--- config.mk ---
export PLATFORM = sky130hd
export DESIGN_NAME = pal_cell
export DESIGN_NICKNAME = d
export VERILOG_FILES = /design/src/design/pal_pkg.sv /design/src/design/pal_cell.sv
export SDC_FILE = /design/constraint.sdc
export NUM_CORES = 1
export LEC_CHECK = 0
export BUFFER_PORTS_ARGS = -buffer_cell sky130_fd_sc_hd__buf_2
export CELL_PAD_IN_SITES_DETAIL_PLACEMENT = 1
export CELL_PAD_IN_SITES_GLOBAL_PLACEMENT = 1
export CORE_UTILIZATION = 29
export CTS_CLUSTER_DIAMETER = 80
export DETAILED_ROUTE_END_ITERATION = 8
export PLACE_DENSITY = 0.78
export SYNTH_ARGS = -nofsm -noshare
export SYNTH_HDL_FRONTEND = slang
export SYNTH_SLANG_ARGS = --single-unit
--- constraint.sdc ---
create_clock -name aclk -period 3.3 [get_ports aclk]
set_clock_uncertainty 0.2 [all_clocks]
set_input_delay 0.495 -clock aclk [delete_from_list [all_inputs] [get_ports aclk]]
set_output_delay 0.495 -clock aclk [all_outputs]
set_load 0.05 [all_outputs]
--- src/design/pal_pkg.sv ---
package pal_pkg;

    localparam int CAPACITY    = 128;
    localparam int VALUE_WIDTH = 32;

    localparam int MODE_W      = 3;
    localparam int POSITION_W  = 7;
    localparam int VALUE_PORT_W = 32;
    localparam int COUNT_PORT_W = 8;

    localparam int IDX_W   = $clog2(CAPACITY);
    localparam int CNT_W   = $clog2(CAPACITY + 1);
    localparam int POS_W   = (CNT_W > POSITION_W) ? CNT_W : POSITION_W;

    localparam int GROUP_SIZE = 16;
    localparam int NGROUPS    = (CAPACITY + GROUP_SIZE - 1) / GROUP_SIZE;

    typedef logic [VALUE_WIDTH-1:0] value_t;
    typedef logic [IDX_W-1:0]       idx_t;
    typedef logic [CNT_W-1:0]       cnt_t;
    typedef logic [POS_W-1:0]       pos_t;

    typedef enum logic [MODE_W-1:0] {
        MODE_INS_POS  = 3'd0,
        MODE_INS_HEAD = 3'd1,
        MODE_INS_TAIL = 3'd2,
        MODE_REM_POS  = 3'd3,
        MODE_REM_HEAD = 3'd4,
        MODE_REM_TAIL = 3'd5
    } mode_t;

    typedef struct packed {
        logic   ins;
        logic   rem;
        pos_t   pos;
        value_t value;
    } cmd_t;

endpackage

--- src/design/pal_cell.sv ---
module pal_cell (
    input  logic            aclk,
    input  pal_pkg::idx_t   idx,
    input  pal_pkg::cmd_t   cmd,
    input  pal_pkg::value_t left_data,
    input  pal_pkg::value_t right_data,
    output pal_pkg::value_t data,
    output pal_pkg::value_t tap
);
    import pal_pkg::*;

    value_t data_reg;
    value_t data_next;
    pos_t   my_pos;

    assign my_pos = POS_W'(idx);

    always_comb begin
        data_next = data_reg;
        if (cmd.ins) begin
            if (my_pos > cmd.pos) begin
                data_next = left_data;
            end else if (my_pos == cmd.pos) begin
                data_next = cmd.value;
            end
        end else if (cmd.rem) begin
            if (my_pos >= cmd.pos) begin
                data_next = right_data;
            end
        end
    end

    always_ff @(posedge aclk) begin
        data_reg <= data_next;
    end

    assign data = data_reg;
    assign tap  = (my_pos == cmd.pos) ? data_reg : '0;

endmodule

# [Yosys cells after proc, flatten, opt, wreduce, memory -nomap -nowiden]
# Index checks and enable logic that the tools add are counted.
[word_totals] reg_bits=32 inputBits=114 output_inout_bits=64 elab_cells=14
[classes] n_lt_le_gt_ge=2 eq_ne=2 muxes=6 n_reduce_logical=3
[op_table] op="$mux 32" n=6
[op_table] op="$eq 7x8->1" n=1
[op_table] op="$ge 7x8->1" n=1
[op_table] op="$gt 7x8->1" n=1
[op_table] op="$reduce_bool 2->1" n=2
[op_table] op="$ne 3x1->1 const B" n=1
[op_table] op="$reduce_and 3->1" n=1

# [Depth between registers and ports, before layout]
[logic_depth] ltp_word=4 depth_mapped=8 mapped_depth_nobuf=6

# [Least setup slack after synthesis]
# No wires, ideal clock.
[synth_path] path_type="input -> register" start="input cmd[35] (netlist bit)" end="register data_reg[0], in the netlist data[0] (enable)" setup_ps=391 t_arrival_ps=2175 required_ps=2709 slack_ps=534 cell_stages=7 n_path_buf=1 cell_sequence="inv_1 > ha_1 > and4_1 > clkbuf_1 > inv_1 > a31oi_1 > o22a_1"
[synth_between] elab_chain_cells=3
[synth_rtl] element="start, declared" line_no="pal_cell.sv:4" text="input pal_pkg::cmd_t cmd,"
[synth_rtl] element="$gt 7x8->1, or another cell as far along" line_no="pal_cell.sv:21" text="if (my_pos > cmd.pos) begin"
[synth_rtl] element="$ne 3x1->1 (no line) / $reduce_bool 2->1 (equally long branches)"
[synth_rtl] element="$reduce_and 3->1 (no line) *"
[synth_rtl] element="end signal, assigned" line_no="pal_cell.sv:34" text="data_reg <= data_next;"
[synth_rtl] element="end, declared" line_no="pal_cell.sv:12" text="value_t data_reg;"
# Every way passes the cells marked *; elsewhere a longest branch is shown, timed or not.
# A chain may end at the register's enable or synchronous reset.

# [Worst setup path after layout]
[layout_path] start="input cmd[37] (netlist bit)" end="output tap[18]"
[layout_between] elab_chain_cells=2
[layout_rtl] element="$eq 7x8->1" line_no="pal_cell.sv:38" text="assign tap = (my_pos == cmd.pos) ? data_reg : '0;"
[layout_rtl] element="$mux 32" line_no="pal_cell.sv:38"
[layout_rtl] element="end, declared" line_no="pal_cell.sv:8" text="output pal_pkg::value_t tap"
# No other way between the ends.

==> out/qor.yml <==
critical_path:
  crit_path_start_kind: "input port"
  timing.critical_path.mode_cell: "buf_2"
  cp-end-kind: "output port"
  cp_slowest_cell: "and4b_1"
  critical_path_arrival_ps: 2230
  crit_type: "input port to output port"
  path_cells: "buf_2 > inv_1 > ha_1 > and4b_1 > buf_4 > and3_1 > buf_2"
  crit_buf_inv: 4
  critPathMaxStageDelay_ps: 570
  path_delay_family: "simple AND/OR/NAND/NOR gates"
  path_max_fanout: 18
  cp.required_ps: 2600
sta:
  maxSlewHeadroom: 0.5926
  tightest_slew_ps: 611.1
  tns_ps: 0
  fmax_mhz: 341.6
  period_share: 0.8871
  holdWs_ps: 303.2
  hold_viol_final: 0
  layout_min_cycle_time_ps: 2927
  grt_setup_unrepaired: "false"
  setup_viol: 0
  slew_viol_final: 0
cells_and_area:
  fin_util: 0.4347
  largest_reg_flops: 32
  syn_to_final_growth_pct: 42.74
  nNetsFinal: 536
  instances_no_fill: 521
  layout_commonest_cell: "buf_2"
  layout_common_cells: "177 x buf_2, 33 x nand2_1"
  final_layout_size_suffix_gt1_frac: 0.5433
  diodes: 0
detailed_routing:
  viasPerCell: 5.111
  wl_per_cell_um: 16.35
  ant_nets: 0
  num_vias: 2663
  wirelength_um: 8517
  first_pass_iters: 4
  drc: 0
  drtIter0Drc: 64
clock_network:
  cts_inserted_buffers: 5
  cts_hold_buf: 0
  cts_tree: "built"
  ctsResizeCount: 0
  cts_buffer_depth: 2
  clkSinkCount: 32
  cts_setup_buffers: 0
  clock-root-buffer: "clkbuf_8"
  path_clk_slew_ps: 60
  htree_levels: 2
floorplanning:
  core_um2: 8382
  io_pins: 178
  initial_utilization: 0.3045
  row_count: 33
  dieArea_um2: 9181
  die_width_um: 95.82
  die_h_um: 95.82
global_route:
  grt.total_usage: 0.1824
  grt_max_degree: 61
  overflow: 0
  antenna_found_initial: 0
  grt_pass1_wl_um: 12780
  grt_pass1_vias: 2624
synthesis:
  syn_avg_cell_area_um2: 10.09
  syn_nets: 374
  ys_seq_area_frac: 0.3765
  synth_xor_area_frac: 0
  synth-compound-area-share: 0.2966
  yosysWarningCount: 0
  syn_area_um2: 2552
  synthMuxAreaShare: 0
  ys_seq_elements: 32
  netlist_instances: 253
  synthAdderAreaFrac: 0.03431
  synth_top_family_by_area: "compound AO/OA/AOI/OAI gates"
  synth.distinct_cells: 25
  yosys.area_share.simple: 0.2221
worst_hold_path:
  worstHoldEndpoint: "data[11]"
  min_from: "right_data[11]"
  min_path_type: "input port to flop"
  whs_path_depth: 3
job:
  drv_cap: 0
place:
  gp_congestion: 0.8042
  dp_hpwl_um: 6583
  port_buffers: 177
  dpl.cell_count: 513
power_and_ir_drop:
  ir_worst_vdd_uv: 179.2
  power_density_nw_per_um2: 366.3
  finalPower_uw: 1335
  leakagePower_uw: 0.001815
outcome:
  status: "finished clean"
## cell usage after synthesis (all sizes together)
library cell,n,share of area
a211oi,1,0.0029
and3,32,0.078
and4,1,0.0034
nand4b,1,0.0034
o2111a,1,0.0078
a31oi,1,0.0025
clkbuf,24,0.035
nand2b,32,0.078
o22a,1,0.0034
nor2,1,0.0015
o2111ai,32,0.11
o21a,1,0.0059
nor2b,1,0.0025
a21oi,1,0.0020
nor3,1,0.0020
buf,7,0.024
ha,7,0.034
o32ai,1,0.0064
and4b,1,0.0039
o211ai,33,0.16
nand2,33,0.049
inv,8,0.012
edfxtp,32,0.38
## kinds of logic after synthesis
| logic type | Yosys count |
|---|---|
| AOI/OAI and AO/OA | 72 |
| adders and majority gates | 7 |
| DFF | 32 |
| buffers and inverters | 39 |
| and+or+nand+nor | 103 |
## routing by layer
metal	global-route usage	up-vias	part of all wire
met1	0.2139	1247	0.41
li1	-	1306	-
met5	0	-	0
met3	0.03081	11	0.051
met4	0.05100	0	0.015
met2	0.3393	99	0.53
## metrics by stage
| step | setup WS, ps | area, um^2 |
|---|---|---|
| finish | 372.7 | 3643 |
| CTS | 336.2 | 3643 |
| global route | 196.6 | 3643 |
| detailed placement | 337.1 | 3537 |
| global placement | 431.1 | 3537 |
| floorplan | 533.6 | 2552 |
## worst max path at each step
| stage | startpoint | slack (ps) | to | depth (start not counted) |
|---|---|---|---|---|
| 6_report | cmd[37] | 370 | tap[18] | 7 |
| 3_5_place_dp | cmd[36] | 340 | tap[18] | 7 |
| 3_3_place_gp | cmd[37] | 430 | tap[22] | 7 |
| 4_1_cts | cmd[36] | 340 | tap[18] | 7 |
| 2_1_floorplan | cmd[35] | 530 | data[0] | 7 |
| 5_1_grt | cmd[36] | 200 | tap[18] | 7 |
## where the power goes
| group | leakage [uW] | internal (uW) | switching, uW |
|---|---|---|---|
| logic | 0.00148 | 152 | 300 |
| registers | 0.000286 | 502 | 19.8 |
| clock network | 0.0000532 | 220 | 141 |
| total | 0.00182 | 874 | 461 |
## cell type report
type	count	area, um^2
well taps	105	131.4
inverters	8	30.03
clock inverters	3	37.54
multi-input cells	182	1424
repair buffers	186	991.0
flip-flops and latches	32	960.9
clock buffers	5	68.82
fillers	1009	4738
Note: power is estimated with default switching activity, not from simulation.
