===== config.mk =====
export PLATFORM = sky130hd
export DESIGN_NAME = pal_ctrl
export DESIGN_NICKNAME = d
export VERILOG_FILES = /design/src/design/pal_pkg.sv /design/src/design/pal_ctrl.sv
export SDC_FILE = /design/constraint.sdc
export NUM_CORES = 1
export LEC_CHECK = 0
export ABC_AREA = 0
export BUFFER_PORTS_ARGS = -buffer_cell sky130_fd_sc_hd__buf_4
export CAP_MARGIN = 5
export CORE_MARGIN = 4
export CORE_UTILIZATION = 40
export DETAILED_ROUTE_END_ITERATION = 7
export PLACE_DENSITY = 0.87
export SLEW_MARGIN = 20
export SYNTH_ARGS = -nofsm -noshare
export SYNTH_HDL_FRONTEND = slang
export SYNTH_SLANG_ARGS = --single-unit

===== constraint.sdc =====
create_clock -name vclk -period 3
set_input_delay 0.3 -clock vclk [all_inputs]
set_output_delay 0.3 -clock vclk [all_outputs]
set_load 0.02 [all_outputs]

===== src/design/pal_pkg.sv =====
package pal_pkg;

    localparam int CAPACITY    = 128;
    localparam int VALUE_WIDTH = 32;

    localparam int MODE_W      = 3;
    localparam int POSITION_W  = 7;
    localparam int VALUE_PORT_W = 32;
    localparam int COUNT_PORT_W = 8;

    localparam int IDX_W   = $clog2(CAPACITY);
    localparam int CNT_W   = $clog2(CAPACITY + 1);
    localparam int POS_W   = (CNT_W > POSITION_W) ? CNT_W : POSITION_W;

    localparam int GROUP_SIZE = 16;
    localparam int NGROUPS    = (CAPACITY + GROUP_SIZE - 1) / GROUP_SIZE;

    typedef logic [VALUE_WIDTH-1:0] value_t;
    typedef logic [IDX_W-1:0]       idx_t;
    typedef logic [CNT_W-1:0]       cnt_t;
    typedef logic [POS_W-1:0]       pos_t;

    typedef enum logic [MODE_W-1:0] {
        MODE_INS_POS  = 3'd0,
        MODE_INS_HEAD = 3'd1,
        MODE_INS_TAIL = 3'd2,
        MODE_REM_POS  = 3'd3,
        MODE_REM_HEAD = 3'd4,
        MODE_REM_TAIL = 3'd5
    } mode_t;

    typedef struct packed {
        logic   ins;
        logic   rem;
        pos_t   pos;
        value_t value;
    } cmd_t;

endpackage


===== src/design/pal_ctrl.sv =====
module pal_ctrl (
    input  logic                              accept,
    input  logic [pal_pkg::MODE_W-1:0]        mode,
    input  logic [pal_pkg::POSITION_W-1:0]    position,
    input  logic [pal_pkg::VALUE_PORT_W-1:0]  value,
    input  pal_pkg::cnt_t                     count,
    output pal_pkg::cmd_t                     cmd,
    output logic                              ok,
    output pal_pkg::cnt_t                     count_next
);
    import pal_pkg::*;

    pos_t pos_in;
    pos_t cnt_w;
    pos_t sel;
    logic is_ins;
    logic is_rem;

    assign pos_in = POS_W'(position);
    assign cnt_w  = POS_W'(count);

    always_comb begin
        sel    = '0;
        is_ins = 1'b0;
        is_rem = 1'b0;
        ok     = 1'b0;
        unique case (mode)
            MODE_INS_POS: begin
                is_ins = 1'b1;
                sel    = pos_in;
                ok     = (cnt_w < POS_W'(CAPACITY)) && (pos_in <= cnt_w);
            end
            MODE_INS_HEAD: begin
                is_ins = 1'b1;
                ok     = cnt_w < POS_W'(CAPACITY);
            end
            MODE_INS_TAIL: begin
                is_ins = 1'b1;
                sel    = cnt_w;
                ok     = cnt_w < POS_W'(CAPACITY);
            end
            MODE_REM_POS: begin
                is_rem = 1'b1;
                sel    = pos_in;
                ok     = pos_in < cnt_w;
            end
            MODE_REM_HEAD: begin
                is_rem = 1'b1;
                ok     = count != '0;
            end
            MODE_REM_TAIL: begin
                is_rem = 1'b1;
                sel    = cnt_w - POS_W'(1);
                ok     = count != '0;
            end
            default: begin
                ok = 1'b0;
            end
        endcase
    end

    always_comb begin
        cmd.ins   = accept && ok && is_ins;
        cmd.rem   = accept && ok && is_rem;
        cmd.pos   = sel;
        cmd.value = value_t'(value);
        if (ok && is_ins) begin
            count_next = count + CNT_W'(1);
        end else if (ok && is_rem) begin
            count_next = count - CNT_W'(1);
        end else begin
            count_next = count;
        end
    end

endmodule


## Yosys cells after proc, flatten, opt, wreduce, memory -nomap -nowiden

Index checks and enable logic that the tools add are counted.

- Register bits: 0
- Input bits: 51
- Output and inout bits: 51
- Logic and storage cells: 29

- Add/subtract/negate cells: 2
- Order comparisons: 3
- Eq/ne operators: 5
- Multiplexer cells: 6
- Reduce and logical (&&, ||, !) cells: 13

Operator list:

| operator | count |
|---|---|
| 8-bit case mux with 3 select lines | 1 |
| 8-bit two-way mux | 2 |
| 8-bit by 1-bit adder with 8-bit output, second input constant | 1 |
| 7-bit by 8-bit <= comparator with 1-bit output | 1 |
| 7-bit by 8-bit < comparator with 1-bit output | 1 |
| 8-bit < comparator, second input constant | 1 |
| 8-bit nonzero test | 1 |
| 8-bit by 1-bit subtractor with 8-bit output, second input constant | 1 |
| 3-bit by 2-bit == test with 1-bit output, second input constant | 2 |
| 3-bit == test, second input constant | 2 |
| 1-bit logical AND | 6 |
| 2-bit OR reduction | 3 |
| 3-bit OR reduction | 2 |
| 1-bit case mux with 4 select lines | 1 |
| 3-bit by 1-bit == test with 1-bit output, second input constant | 1 |
| 3-bit logical NOT | 1 |
| 1-bit two-way mux | 2 |

## Longest topological paths before layout

Gate-level depths: netlist of the first run.

- Depth in word-level cells: 6
- Mapped depth: 10
- Depth with buffers taken out: 8

## Least setup slack after synthesis of the first run

OpenSTA, ideal clock, no wires.

- Path type: input to output
- From: input count[5]
- To: output count_next[6]
- Data arrival time: 2319 ps
- Data required time: 2700 ps
- Setup slack: 381 ps
- Stages on the path: 10
- Path through: clkbuf_2 -> inv_1 -> ha_1 -> a211oi_1 -> o32a_2 -> a21oi_2 -> nor3_2 -> buf_6 -> and3b_1 -> a311oi_1

- Word-level cells in the longest chain between the ends: 6

Ends and longest elaborated chain:

| item | RTL line | text |
|---|---|---|
| from (decl) | pal_ctrl.sv:6 | `input pal_pkg::cnt_t count,` |
| 8-bit < comparator / 7-bit by 8-bit <= comparator with 1-bit output (equally long branches) | pal_ctrl.sv:31, pal_ctrl.sv:35, pal_ctrl.sv:40 |  |
| 1-bit logical AND | pal_ctrl.sv:31 | `ok = (cnt_w < POS_W'(CAPACITY)) && (pos_in <= cnt_w);` |
| 1-bit case mux with 4 select lines | pal_ctrl.sv:27 | `unique case (mode)` |
| 1-bit logical AND | pal_ctrl.sv:69 | `end else if (ok && is_rem) begin` |
| 8-bit two-way mux | pal_ctrl.sv:69 |  |
| 8-bit two-way mux * | pal_ctrl.sv:67 | `if (ok && is_ins) begin` |
| to (decl) | pal_ctrl.sv:9 | `output pal_pkg::cnt_t count_next` |

Every way passes the cells marked *; elsewhere a longest branch is shown, timed or not.

## Worst setup path after layout of the first run

- From: input count[1]
- To: output count_next[0]

- Word-level cells in the longest chain between the ends: 6

Ends and longest elaborated chain:

| item | RTL line |
|---|---|
| 8-bit < comparator / 7-bit by 8-bit <= comparator with 1-bit output (equally long branches) | pal_ctrl.sv:31, pal_ctrl.sv:35, pal_ctrl.sv:40 |
| 1-bit logical AND | pal_ctrl.sv:31 |
| 1-bit case mux with 4 select lines * | pal_ctrl.sv:27 |
| 1-bit logical AND | pal_ctrl.sv:69 |
| 8-bit two-way mux | pal_ctrl.sv:69 |
| 8-bit two-way mux * | pal_ctrl.sv:67 |

Marked as above.

==> results of run 1 <==
## synthesized netlist by cell type (all sizes together) (2+ instances only)
master / instances / area (µm²)
or2: 2 / 12.5
nor3: 4 / 25.0
a22oi: 6 / 45.0
nor2: 10 / 37.5
and3: 2 / 12.5
o21ai: 10 / 53.8
nand3: 2 / 10.0
nand2: 14 / 52.6
clkbuf: 6 / 23.8
inv: 10 / 37.5
nand2b: 3 / 18.8
o32a: 2 / 21.3
a21oi: 4 / 23.8
xnor2: 9 / 78.8
o221ai: 2 / 17.5
buf: 34 / 256
o22ai: 5 / 31.3
ha: 10 / 125
a311oi: 2 / 17.5
nand4: 3 / 18.8
a32oi: 3 / 26.3
## metal layers
| metal | vias up | share of wire (%) | global-route usage [%] |
|---|---|---|---|
| li1 | 530 | - | - |
| met1 | 475 | 43 | 20.0 |
| met2 | 39 | 45 | 25.8 |
| met3 | 10 | 9.4 | 1.30 |
| met4 | 0 | 2.2 | 3.48 |
| met5 | - | 0 | 0 |
## worst min-delay path by stage
stage	endpoint	cells after the start	startpoint	slack (ns)
5_1_grt	cmd[12]	0	value[12]	0.60
3_3_place_gp	cmd[20]	0	value[20]	0.60
3_5_place_dp	cmd[20]	0	value[20]	0.60
6_report	cmd[12]	0	value[12]	0.60
4_1_cts	cmd[20]	0	value[20]	0.60
2_1_floorplan	cmd[41]	1	count[7]	0.68
## power by group through the flow
stage	Clock [mW]	Combinational, mW	Sequential [mW]
global placement	0	0.194	0
finish	0	0.195	0
global route	0	0.216	0
detailed placement	0	0.196	0
floorplan	0	0.182	0
CTS	0	0.197	0
## worst max-delay path, cell delays in order
cell	delay (ns)
buf_4	0.09
inv_1	0.09
ha_1	0.31
or2b_1	0.23
a211o_1	0.32
a21oi_2	0.16
nor3_2	0.06
buf_4	0.17
or2_2	0.32
xnor2_1	0.15
buf_4	0.16
## logic make-up (layout without fill, tap and decap cells)
logic type / after synthesis / count (layout) / share of synthesized area (%)
buffers and inverters: 50 / 50 / 29.4
and+or+nand+nor: 47 / 47 / 23.9
AOI/OAI and AO/OA: 39 / 39 / 25.8
adders and majority gates: 10 / 10 / 11.6
xor gates and xnor gates: 9 / 9 / 7.30
muxes: 2 / 2 / 1.97
## metrics by stage
stage                     hold WS, ns  util, %  std cells  total power [mW]  cell area [µm²]
after global routing            0.600     45.1        187             0.216             1140
after global placement          0.600     45.1        187             0.194             1140
after CTS                       0.600     45.1        187             0.197             1140
after floorplan                 0.685        -        157             0.182             1080
after detailed placement        0.600     45.1        187             0.196             1140
final                           0.600     45.1        187             0.195             1140
## area by class of cell
class	count	area [µm²]	area share, %
multi-input cells	107	762	67.0
inverters	10	37.5	3.30
repair buffers	40	300	26.4
well taps	30	37.5	3.30
==> impl_results.rst, run 1 <==
.. list-table::
   :header-rows: 1

   * - Metric
     - Value
   * - Outcome
     - finished clean
   * - WL final
     - ~2.6 mm
   * - Ports
     - roughly 100
   * - Power density relative to cell area
     - 171 mW/mm²
   * - Setup violations, final
     - 0
   * - Internal Dissipation
     - around 0.09 mW
   * - Final Net Count
     - 220
   * - Row count
     - 18
   * - Sequential power share
     - 0%
   * - Pin count of the biggest net entering global routing
     - 17
   * - Critical path startpoint category
     - input port
   * - Synth Instances
     - 157
   * - Critical path class
     - input port to output port
   * - Setup repair after global routing missed its margin
     - false
   * - Number of distinct standard cells referenced by the synthesized netlist
     - 42
   * - Via count normalized by instance count
     - 5.64
   * - CP Capture Type
     - output port
   * - Die outline width
     - 60.0 µm
   * - Required time at the worst-slack endpoint
     - 2.70 ns
   * - Number of hold violations in the final report
     - 0
   * - Clock buffer cells
     - 0
   * - Sequential element share of the synthesized area
     - 0%
   * - Setup WS pre-CTS
     - 0.357 ns
   * - Core outline area
     - 0.00252 mm²
   * - Worst hold path class
     - input port to output port
   * - Shortest clock period the worst path allows after layout
     - about 2.7 ns
   * - Maximum achievable frequency
     - 0.375 GHz
   * - Most frequent cells in the layout
     - 40 x buf_4, 14 x nand2_1, 10 x inv_1, 10 x nor2_1, 10 x ha_1
   * - Remaining antenna violation count after routing
     - 0
   * - DPL Wire Length
     - 2.23 mm
   * - Number of warnings reported in the yosys synthesis log
     - 0
   * - Slew at the pin with the worst max-slew slack
     - 0.430 ns
   * - Post-CTS sizing
     - 0
   * - Number of antenna violations at the first check in global routing
     - 0
   * - Per-cell routed wire length
     - 14.1 µm
   * - Switching share of power
     - 54.9%
   * - Max-cap violations
     - 0
   * - Capture point of the worst path
     - count_next[0]
   * - Number of hold buffers added after CTS
     - 0
   * - Slew headroom
     - 71.3%
   * - Crit path launch
     - count[1]
   * - Post-CTS setup buffer count
     - 0
   * - Worst vdd rail ir drop
     - 0.0000874 V
   * - Number of DRC violations after detailed routing
     - 0
   * - Synthesis-to-layout area growth
     - 5.33%
   * - Antenna Cells
     - 0
   * - Crit path arrival time
     - 2.36 ns
   * - Aggregate global-route resource usage
     - 15.0%
   * - Detailed-route via count
     - between 1000 and 1500
   * - Area of the die
     - 0.00359 mm²
   * - Share of post-route cells with drive strength above 1
     - a little under a third
   * - Number of iterations in the first detailed-routing pass
     - 4
   * - Worst Setup Slack, final
     - 0.337 ns
   * - Peak fanout along the critical path
     - 11
   * - Number of global-route vias before repair
     - just under 1000
   * - Net switching power
     - 0.107 mW
   * - Die outline height
     - 60.0 µm
   * - Iteration-0 DRC Markers
     - 19
   * - Sum Neg Setup Slack
     - 0 ns
   * - Post-synthesis cell area
     - 0.00108 mm²
   * - Portion of the clock cycle consumed by the worst path in the final layout
     - 88.8%
   * - Net count after synthesis
     - 218
   * - Average cell area after synthesis
     - ~6.9 µm²
   * - Count of input and output buffers
     - 38
   * - Clock network fraction of total power
     - 0%
   * - Leakage power summed over all cells
     - 0.530 nW
   * - Final Max Slew Viols
     - 0
   * - Filler instances
     - 285
   * - Starting utilization of the core area
     - 42.8%
   * - Storage element area
     - 0 µm²
   * - Overflow left after global routing
     - 0
   * - Global placement routability congestion
     - 0.886
   * - Most frequent standard cell in the layout excluding fill and tap cells
     - buf_4
   * - Sequential cells
     - 0
   * - Combinational Power Share
     - 100.0%
   * - First-pass GRT wire length
     - 4.40 mm
No activity file was read; power rests on OpenSTA's default activity.
==> run 2: changes to the inputs <==
CORE_ASPECT_RATIO = 1.75   (was not set)
CORE_MARGIN = not set   (was 4)
CORE_UTILIZATION = 39   (was 40)
PLACE_DENSITY = 0.85   (was 0.87)
clock period = 2.6 ns   (was 3 ns; I/O delays follow)
==> run 2 against run 1 <==
Combinational power up 22%. Critical path depth unchanged. Wire length up 10%. Die area down 17%. Power up 22%. Worst setup slack worse by 0.25 ns. Cell count up 1.1%. Non-clock buffer count up 6. Global-route usage up 3.5 points. Largest cell class unchanged.
==> impl_results.rst, run 2 (synthesis results as in run 1) <==
.. list-table::
   :header-rows: 1

   * - Metric
     - Value
   * - Outcome
     - finished clean
   * - Required time at the worst-slack endpoint
     - 2.34 ns (-0.36 ns)
   * - Cell total after placement
     - 189 (+1.1%)
   * - Most frequent standard cell in the layout excluding fill and tap cells
     - buf_4
   * - Synthesis-to-layout area growth
     - 9.73%
   * - Share of post-route cells with drive strength above 1
     - 34.4% (+3.1 points)
   * - Number of hold violations in the final report
     - 0 (unchanged)
   * - Setup repair after global routing missed its margin
     - true
   * - Crit path arrival time
     - 2.25 ns (-0.11 ns)
   * - Maximum achievable frequency
     - 0.398 GHz
   * - Count of input and output buffers
     - 38 (unchanged)
   * - Shortest clock period the worst path allows after layout
     - about 2.5 ns
   * - Number of antenna violations at the first check in global routing
     - 0 (unchanged)
   * - Most frequent cells in the layout
     - 46 x buf_4, 14 x nand2_1, 10 x inv_1, 10 x nor2_1, 10 x ha_1
   * - WL final
     - 2.90 mm (+10%)
   * - Pin count of the biggest net entering global routing
     - 17 (unchanged)
   * - Via count normalized by instance count
     - 5.86 (+3.9%)
   * - Die outline height
     - 71.6 µm (+19%)
   * - Crit path launch
     - count[1]
   * - Remaining antenna violation count after routing
     - 0 (unchanged)
   * - Area taken by multi-input logic gates
     - 769 µm² (+0.99%)
   * - Capture point of the worst path
     - count_next[0]
   * - DPL Wire Length
     - 2.34 mm (+5.2%)
   * - Number of iterations in the first detailed-routing pass
     - 4 (unchanged)
   * - Detailed-route via count
     - 1107 (+5.0%)
   * - Ports
     - 102 (unchanged)
   * - Storage element area
     - 0 µm² (unchanged)
   * - Die outline width
     - 41.8 µm (-30%)
   * - Global placement routability congestion
     - 0.940 (+6.1%)
   * - First-pass GRT wire length
     - 4.59 mm (+4.4%)
   * - Clock buffer cells
     - 0 (unchanged)
   * - Number of DRC violations after detailed routing
     - 0 (unchanged)
   * - Number of standard cells in the layout, taps in and fillers out
     - 189 (+1.1%)
   * - Antenna Cells
     - 0 (unchanged)
   * - Worst hold path class
     - input port to output port
   * - Peak fanout along the critical path
     - 6 (-5)
   * - Worst vdd rail ir drop
     - 0.000133 V (+52%)
   * - Power density relative to cell area
     - 200 mW/mm² (+17%)
   * - CP Capture Type
     - output port
   * - Row count
     - 24 (+6)
   * - Area of the die
     - 0.00299 mm² (-17%)
   * - Slew at the pin with the worst max-slew slack
     - 0.414 ns (-0.0159 ns)
   * - Leakage power summed over all cells
     - 0.565 nW (+6.6%)
   * - Portion of the clock cycle consumed by the worst path in the final layout
     - between 90% and 100%
   * - Iteration-0 DRC Markers
     - 44 (+25)
   * - Overflow left after global routing
     - 0 (unchanged)
   * - Aggregate global-route resource usage
     - 18.5% (+3.5 points)
   * - Final Net Count
     - 226 (+2.7%)
   * - Sequential cells
     - 0 (unchanged)
   * - Critical path startpoint category
     - input port
   * - Final Max Slew Viols
     - 0 (unchanged)
   * - Setup violations, final
     - 0 (unchanged)
   * - Filler instances
     - 260 (-8.8%)
   * - Smallest hold slack
     - 0.520 ns (-0.0800 ns)
   * - Critical path class
     - input port to output port
   * - Number of global-route vias before repair
     - 1049 (+8.8%)
   * - Starting utilization of the core area
     - 42.3% (-0.50 points)
   * - Per-cell routed wire length
     - 15.4 µm (+9.0%)
   * - Max-cap violations
     - 0 (unchanged)
   * - Slew headroom
     - 72.4% (+1.1 points)
   * - Post-CTS setup buffer count
     - 0 (unchanged)
   * - Core outline area
     - 0.00255 mm² (+1.2%)
==> run 2: how the worst min path moves through the flow <==
stage / depth (start not counted) / start / to / slack (ns)
2_1_floorplan: 1 / count[7] / cmd[41] / 0.60
3_3_place_gp: 0 / value[0] / cmd[0] / 0.52
3_5_place_dp: 0 / value[0] / cmd[0] / 0.52
4_1_cts: 0 / value[0] / cmd[0] / 0.52
5_1_grt: 0 / value[29] / cmd[29] / 0.52
6_report: 0 / value[15] / cmd[15] / 0.52
==> run 2: layer usage <==
metal  track usage [%]  part of all wire [%]  vias to the layer above
met5                 0                     0                        -
met4              12.2                   6.7                        0
met3             0.756                   7.7                       30
met2              34.0                    50                       54
met1              19.8                    36                      478
li1                  -                     -                      545
==> run 2: timing repair <==
action | 4_1_cts | 5_1_grt
resized for setup | 0 | 1
setup endpoints to repair | 0 | 2
hold buffers | 0 | 0
==> run 2: power breakdown <==
part	switching [mW]	leakage, nW	internal [mW]	total, mW
clock network	0	0	0	0
registers	0	0	0	0
logic	0.129	0.565	0.109	0.238
==> run 2: critical path, stage by stage <==
cell and delay (ns):
buf_4 0.09, inv_1 0.05, ha_1 0.29, or2b_1 0.23, a211o_1 0.29, a21oi_2 0.18, nor3_2 0.08, buf_4 0.16
or2_2 0.33, xnor2_2 0.14, buf_4 0.16
==> run 2: cell type report <==
type,count,area share (%)
inverters,10,3.17
multi-input cells,107,64.9
well taps,26,2.75
repair buffers,46,29.1
==> run 2: through the flow <==
| stage | power (mW) | cell area, µm² | util (%) | TNS (ns) | worst slack, ns |
|---|---|---|---|---|---|
| 2_1_floorplan | 0.210 | 1080 | - | 0 | 0.0614 |
| 5_1_grt | 0.256 | 1180 | 46.4 | -0.0297 | -0.0273 |
| 3_5_place_dp | 0.234 | 1180 | 46.1 | 0 | 0.0775 |
| 4_1_cts | 0.235 | 1180 | 46.1 | 0 | 0.0649 |
| 3_3_place_gp | 0.232 | 1180 | 46.1 | 0 | 0.123 |
| 6_report | 0.238 | 1180 | 46.4 | 0 | 0.0877 |
==> run 3: changes to the inputs <==
clock period = 2.4 ns   (was 2.6 ns; I/O delays follow)
==> run 3 against run 2 <==
Wire length grew 5.4%. Worst setup slack worse by 0.038 ns. Global-route usage is 1.5 points higher. Combinational power is 16% higher. Final area up 6.8%. Sequential cell count stayed put. Sequential share of layout area stayed put. Power rose by 17%.
==> impl_results.rst, run 3 (synthesis results as in run 1) <==
.. list-table::
   :header-rows: 1

   * - Metric
     - Value
   * - Internal Dissipation
     - 0.129 mW (+18%)
   * - Storage element area
     - 0 µm² (unchanged)
   * - Final Net Count
     - 229 (+1.3%)
   * - Most frequent cells in the layout
     - 48 x buf_4, 14 x nand2_1, 10 x nor2_1
   * - Count of input and output buffers
     - 38 (unchanged)
   * - Row count
     - 24 (unchanged)
   * - Pin count of the biggest net entering global routing
     - 17 (unchanged)
   * - Combinational Power Share
     - 100.0% (about the same)
   * - Number of DRC violations after detailed routing
     - 0 (unchanged)
   * - First-pass GRT wire length
     - 4.89 mm (+6.5%)
   * - WL final
     - 3.06 mm (+5.4%)
   * - Per-cell routed wire length
     - 15.9 µm (+3.8%)
   * - Sequential cells
     - 0 (unchanged)
   * - Core outline area
     - 0.00255 mm² (unchanged)
   * - Die outline height
     - 71.6 µm (unchanged)
   * - Switching share of power
     - 53.6% (-0.60 points)
   * - Starting utilization of the core area
     - 42.3% (unchanged)
   * - CP Capture Type
     - output port
   * - Outcome
     - finished clean
   * - Clock buffer cells
     - 0 (unchanged)
   * - Share of post-route cells with drive strength above 1
     - 39.8% (+5.4 points)
   * - Max-cap violations
     - 0 (unchanged)
   * - Sequential power share
     - 0% (unchanged)
   * - Synthesis-to-layout area growth
     - 17.1%
   * - Worst hold path class
     - input port to output port
   * - End of the worst hold path
     - cmd[15]
   * - Fraction of met2 tracks used by global routing
     - 35.1% (+1.0 points)
   * - Die outline width
     - 41.8 µm (unchanged)
   * - Overflow left after global routing
     - 0 (unchanged)
   * - Remaining antenna violation count after routing
     - 0 (unchanged)
   * - DPL Wire Length
     - 2.47 mm (+5.4%)
   * - Most frequent standard cell in the layout excluding fill and tap cells
     - buf_4
   * - Required time at the worst-slack endpoint
     - 2.16 ns (-0.18 ns)
   * - Peak fanout along the critical path
     - 11 (+5)
   * - Global placement routability congestion
     - 0.892 (-5.1%)
   * - Final Max Slew Viols
     - 0 (unchanged)
   * - Clock network fraction of total power
     - 0% (unchanged)
   * - Area of the die
     - 0.00299 mm² (unchanged)
   * - Worst vdd rail ir drop
     - 0.000157 V (+18%)
   * - Total power
     - 0.277 mW (+17%)
   * - Slew headroom
     - 66.4% (-5.9 points)
   * - Antenna Cells
     - 0 (unchanged)
   * - Slew at the pin with the worst max-slew slack
     - 0.504 ns (+0.0892 ns)
   * - Smallest hold slack
     - 0.480 ns (-0.0400 ns)
   * - Post-CTS setup buffer count
     - 0 (unchanged)
   * - Crit path arrival time
     - 2.11 ns (-0.14 ns)
   * - Number of hold violations in the final report
     - 0 (unchanged)
   * - Critical path startpoint category
     - input port
   * - Met1 demand-to-capacity share in global routing
     - 22.7% (+2.9 points)
   * - Net switching power
     - 0.149 mW (+15%)
   * - Maximum achievable frequency
     - 0.425 GHz
   * - GR peak layer
     - met2
   * - Filler instances
     - 261 (+0.38%)
   * - Leakage power summed over all cells
     - 0.588 nW (+4.0%)
   * - Power density relative to cell area
     - 219 mW/mm² (+9.3%)
   * - Setup violations, final
     - 0 (unchanged)
   * - Iteration-0 DRC Markers
     - 18 (-59%)
   * - Sum Neg Setup Slack
     - 0 ns (unchanged)
   * - Ports
     - 102 (unchanged)
   * - Area taken by multi-input logic gates
     - 815 µm² (+5.9%)
   * - Critical path class
     - input port to output port
   * - Shortest clock period the worst path allows after layout
     - roughly 2.4 ns
   * - Number of global-route vias before repair
     - 1094 (+4.3%)
   * - Min-Delay Startpoint
     - value[15]
   * - GRT met3 Usage
     - 0.252% (-0.50 points)
   * - Portion of the clock cycle consumed by the worst path in the final layout
     - 97.9%
   * - Aggregate global-route resource usage
     - 20.0% (+1.5 points)
   * - Detailed-route via count
     - 1154 (+4.2%)
   * - Number of iterations in the first detailed-routing pass
     - 4 (unchanged)
   * - Number of antenna violations at the first check in global routing
     - 0 (unchanged)
   * - Via count normalized by instance count
     - 6.01 (+2.6%)
   * - Setup repair after global routing missed its margin
     - true
   * - Worst hold stages
     - 0 (unchanged)
-- run 3: cell types whose count changed in the layout (fill, tap and decap cells not counted), sizes merged --
cell | previous run | this run
buf | 46 | 49
-- run 3: how the worst max path moves through the flow --
| stage | from | end | slack [ns] | cells past startpoint |
|---|---|---|---|---|
| 5_1_grt | count[1] | count_next[5] | -0.01 | 11 |
| 3_5_place_dp | count[1] | count_next[0] | -0.09 | 11 |
| 2_1_floorplan | count[5] | count_next[6] | 0.08 | 10 |
| 4_1_cts | position[5] | count_next[6] | 0.001 | 10 |
| 3_3_place_gp | count[1] | count_next[0] | -0.009 | 11 |
| 6_report | count[1] | count_next[0] | 0.05 | 11 |
-- run 3: stage by stage --
step | cells | instance area [µm²] | utilization (%) | worst slack (ns)
final | 192 | 1260 | 49.6 | 0.0496
after global routing | 192 | 1260 | 49.6 | -0.0102
after CTS | 192 | 1230 | 48.4 | 0.00139
after detailed placement | 192 | 1230 | 48.0 | -0.0876
after global placement | 192 | 1230 | 48.0 | -0.00883
after floorplan | 157 | 1090 | - | 0.0755
-- run 3: final cells by class --
| cell class | instances | area share (%) |
|---|---|---|
| tap | 26 | 2.57 |
| multi-input combinational | 107 | 64.4 |
| timing repair buffer | 49 | 30.1 |
| inverter | 10 | 2.97 |
-- run 3: power by group through the flow --
stage / combinational, mW / clock [mW] / sequential (mW)
floorplan: 0.231 / 0 / 0
global placement: 0.262 / 0 / 0
detailed placement: 0.267 / 0 / 0
CTS: 0.271 / 0 / 0
global route: 0.300 / 0 / 0
finish: 0.277 / 0 / 0
-- run 3: per-layer routing --
| metal | wire, µm | share of wire [%] |
|---|---|---|
| met5 | 0 | 0 |
| met4 | 224 | 7.3 |
| met3 | 205 | 6.7 |
| met2 | 1510 | 49 |
| met1 | 1120 | 37 |
-- run 3: worst max-delay path, cell delays in order --
cell and delay [ns]:
buf_4 0.09, inv_2 0.04, ha_4 0.26, or2b_1 0.23, a211o_1 0.34, a21oi_2 0.17, nor3_2 0.07, buf_12 0.14
or2_4 0.24, xnor2_2 0.13, buf_4 0.16
-- run 3: repair_timing --
item | in CTS | in global routing
hold buffers | 0 | 0
setup endpoints to repair | 2 | 6
resized for setup | 2 | 5
pin swaps | 2 | 5
hold endpoints to repair | 0 | 0
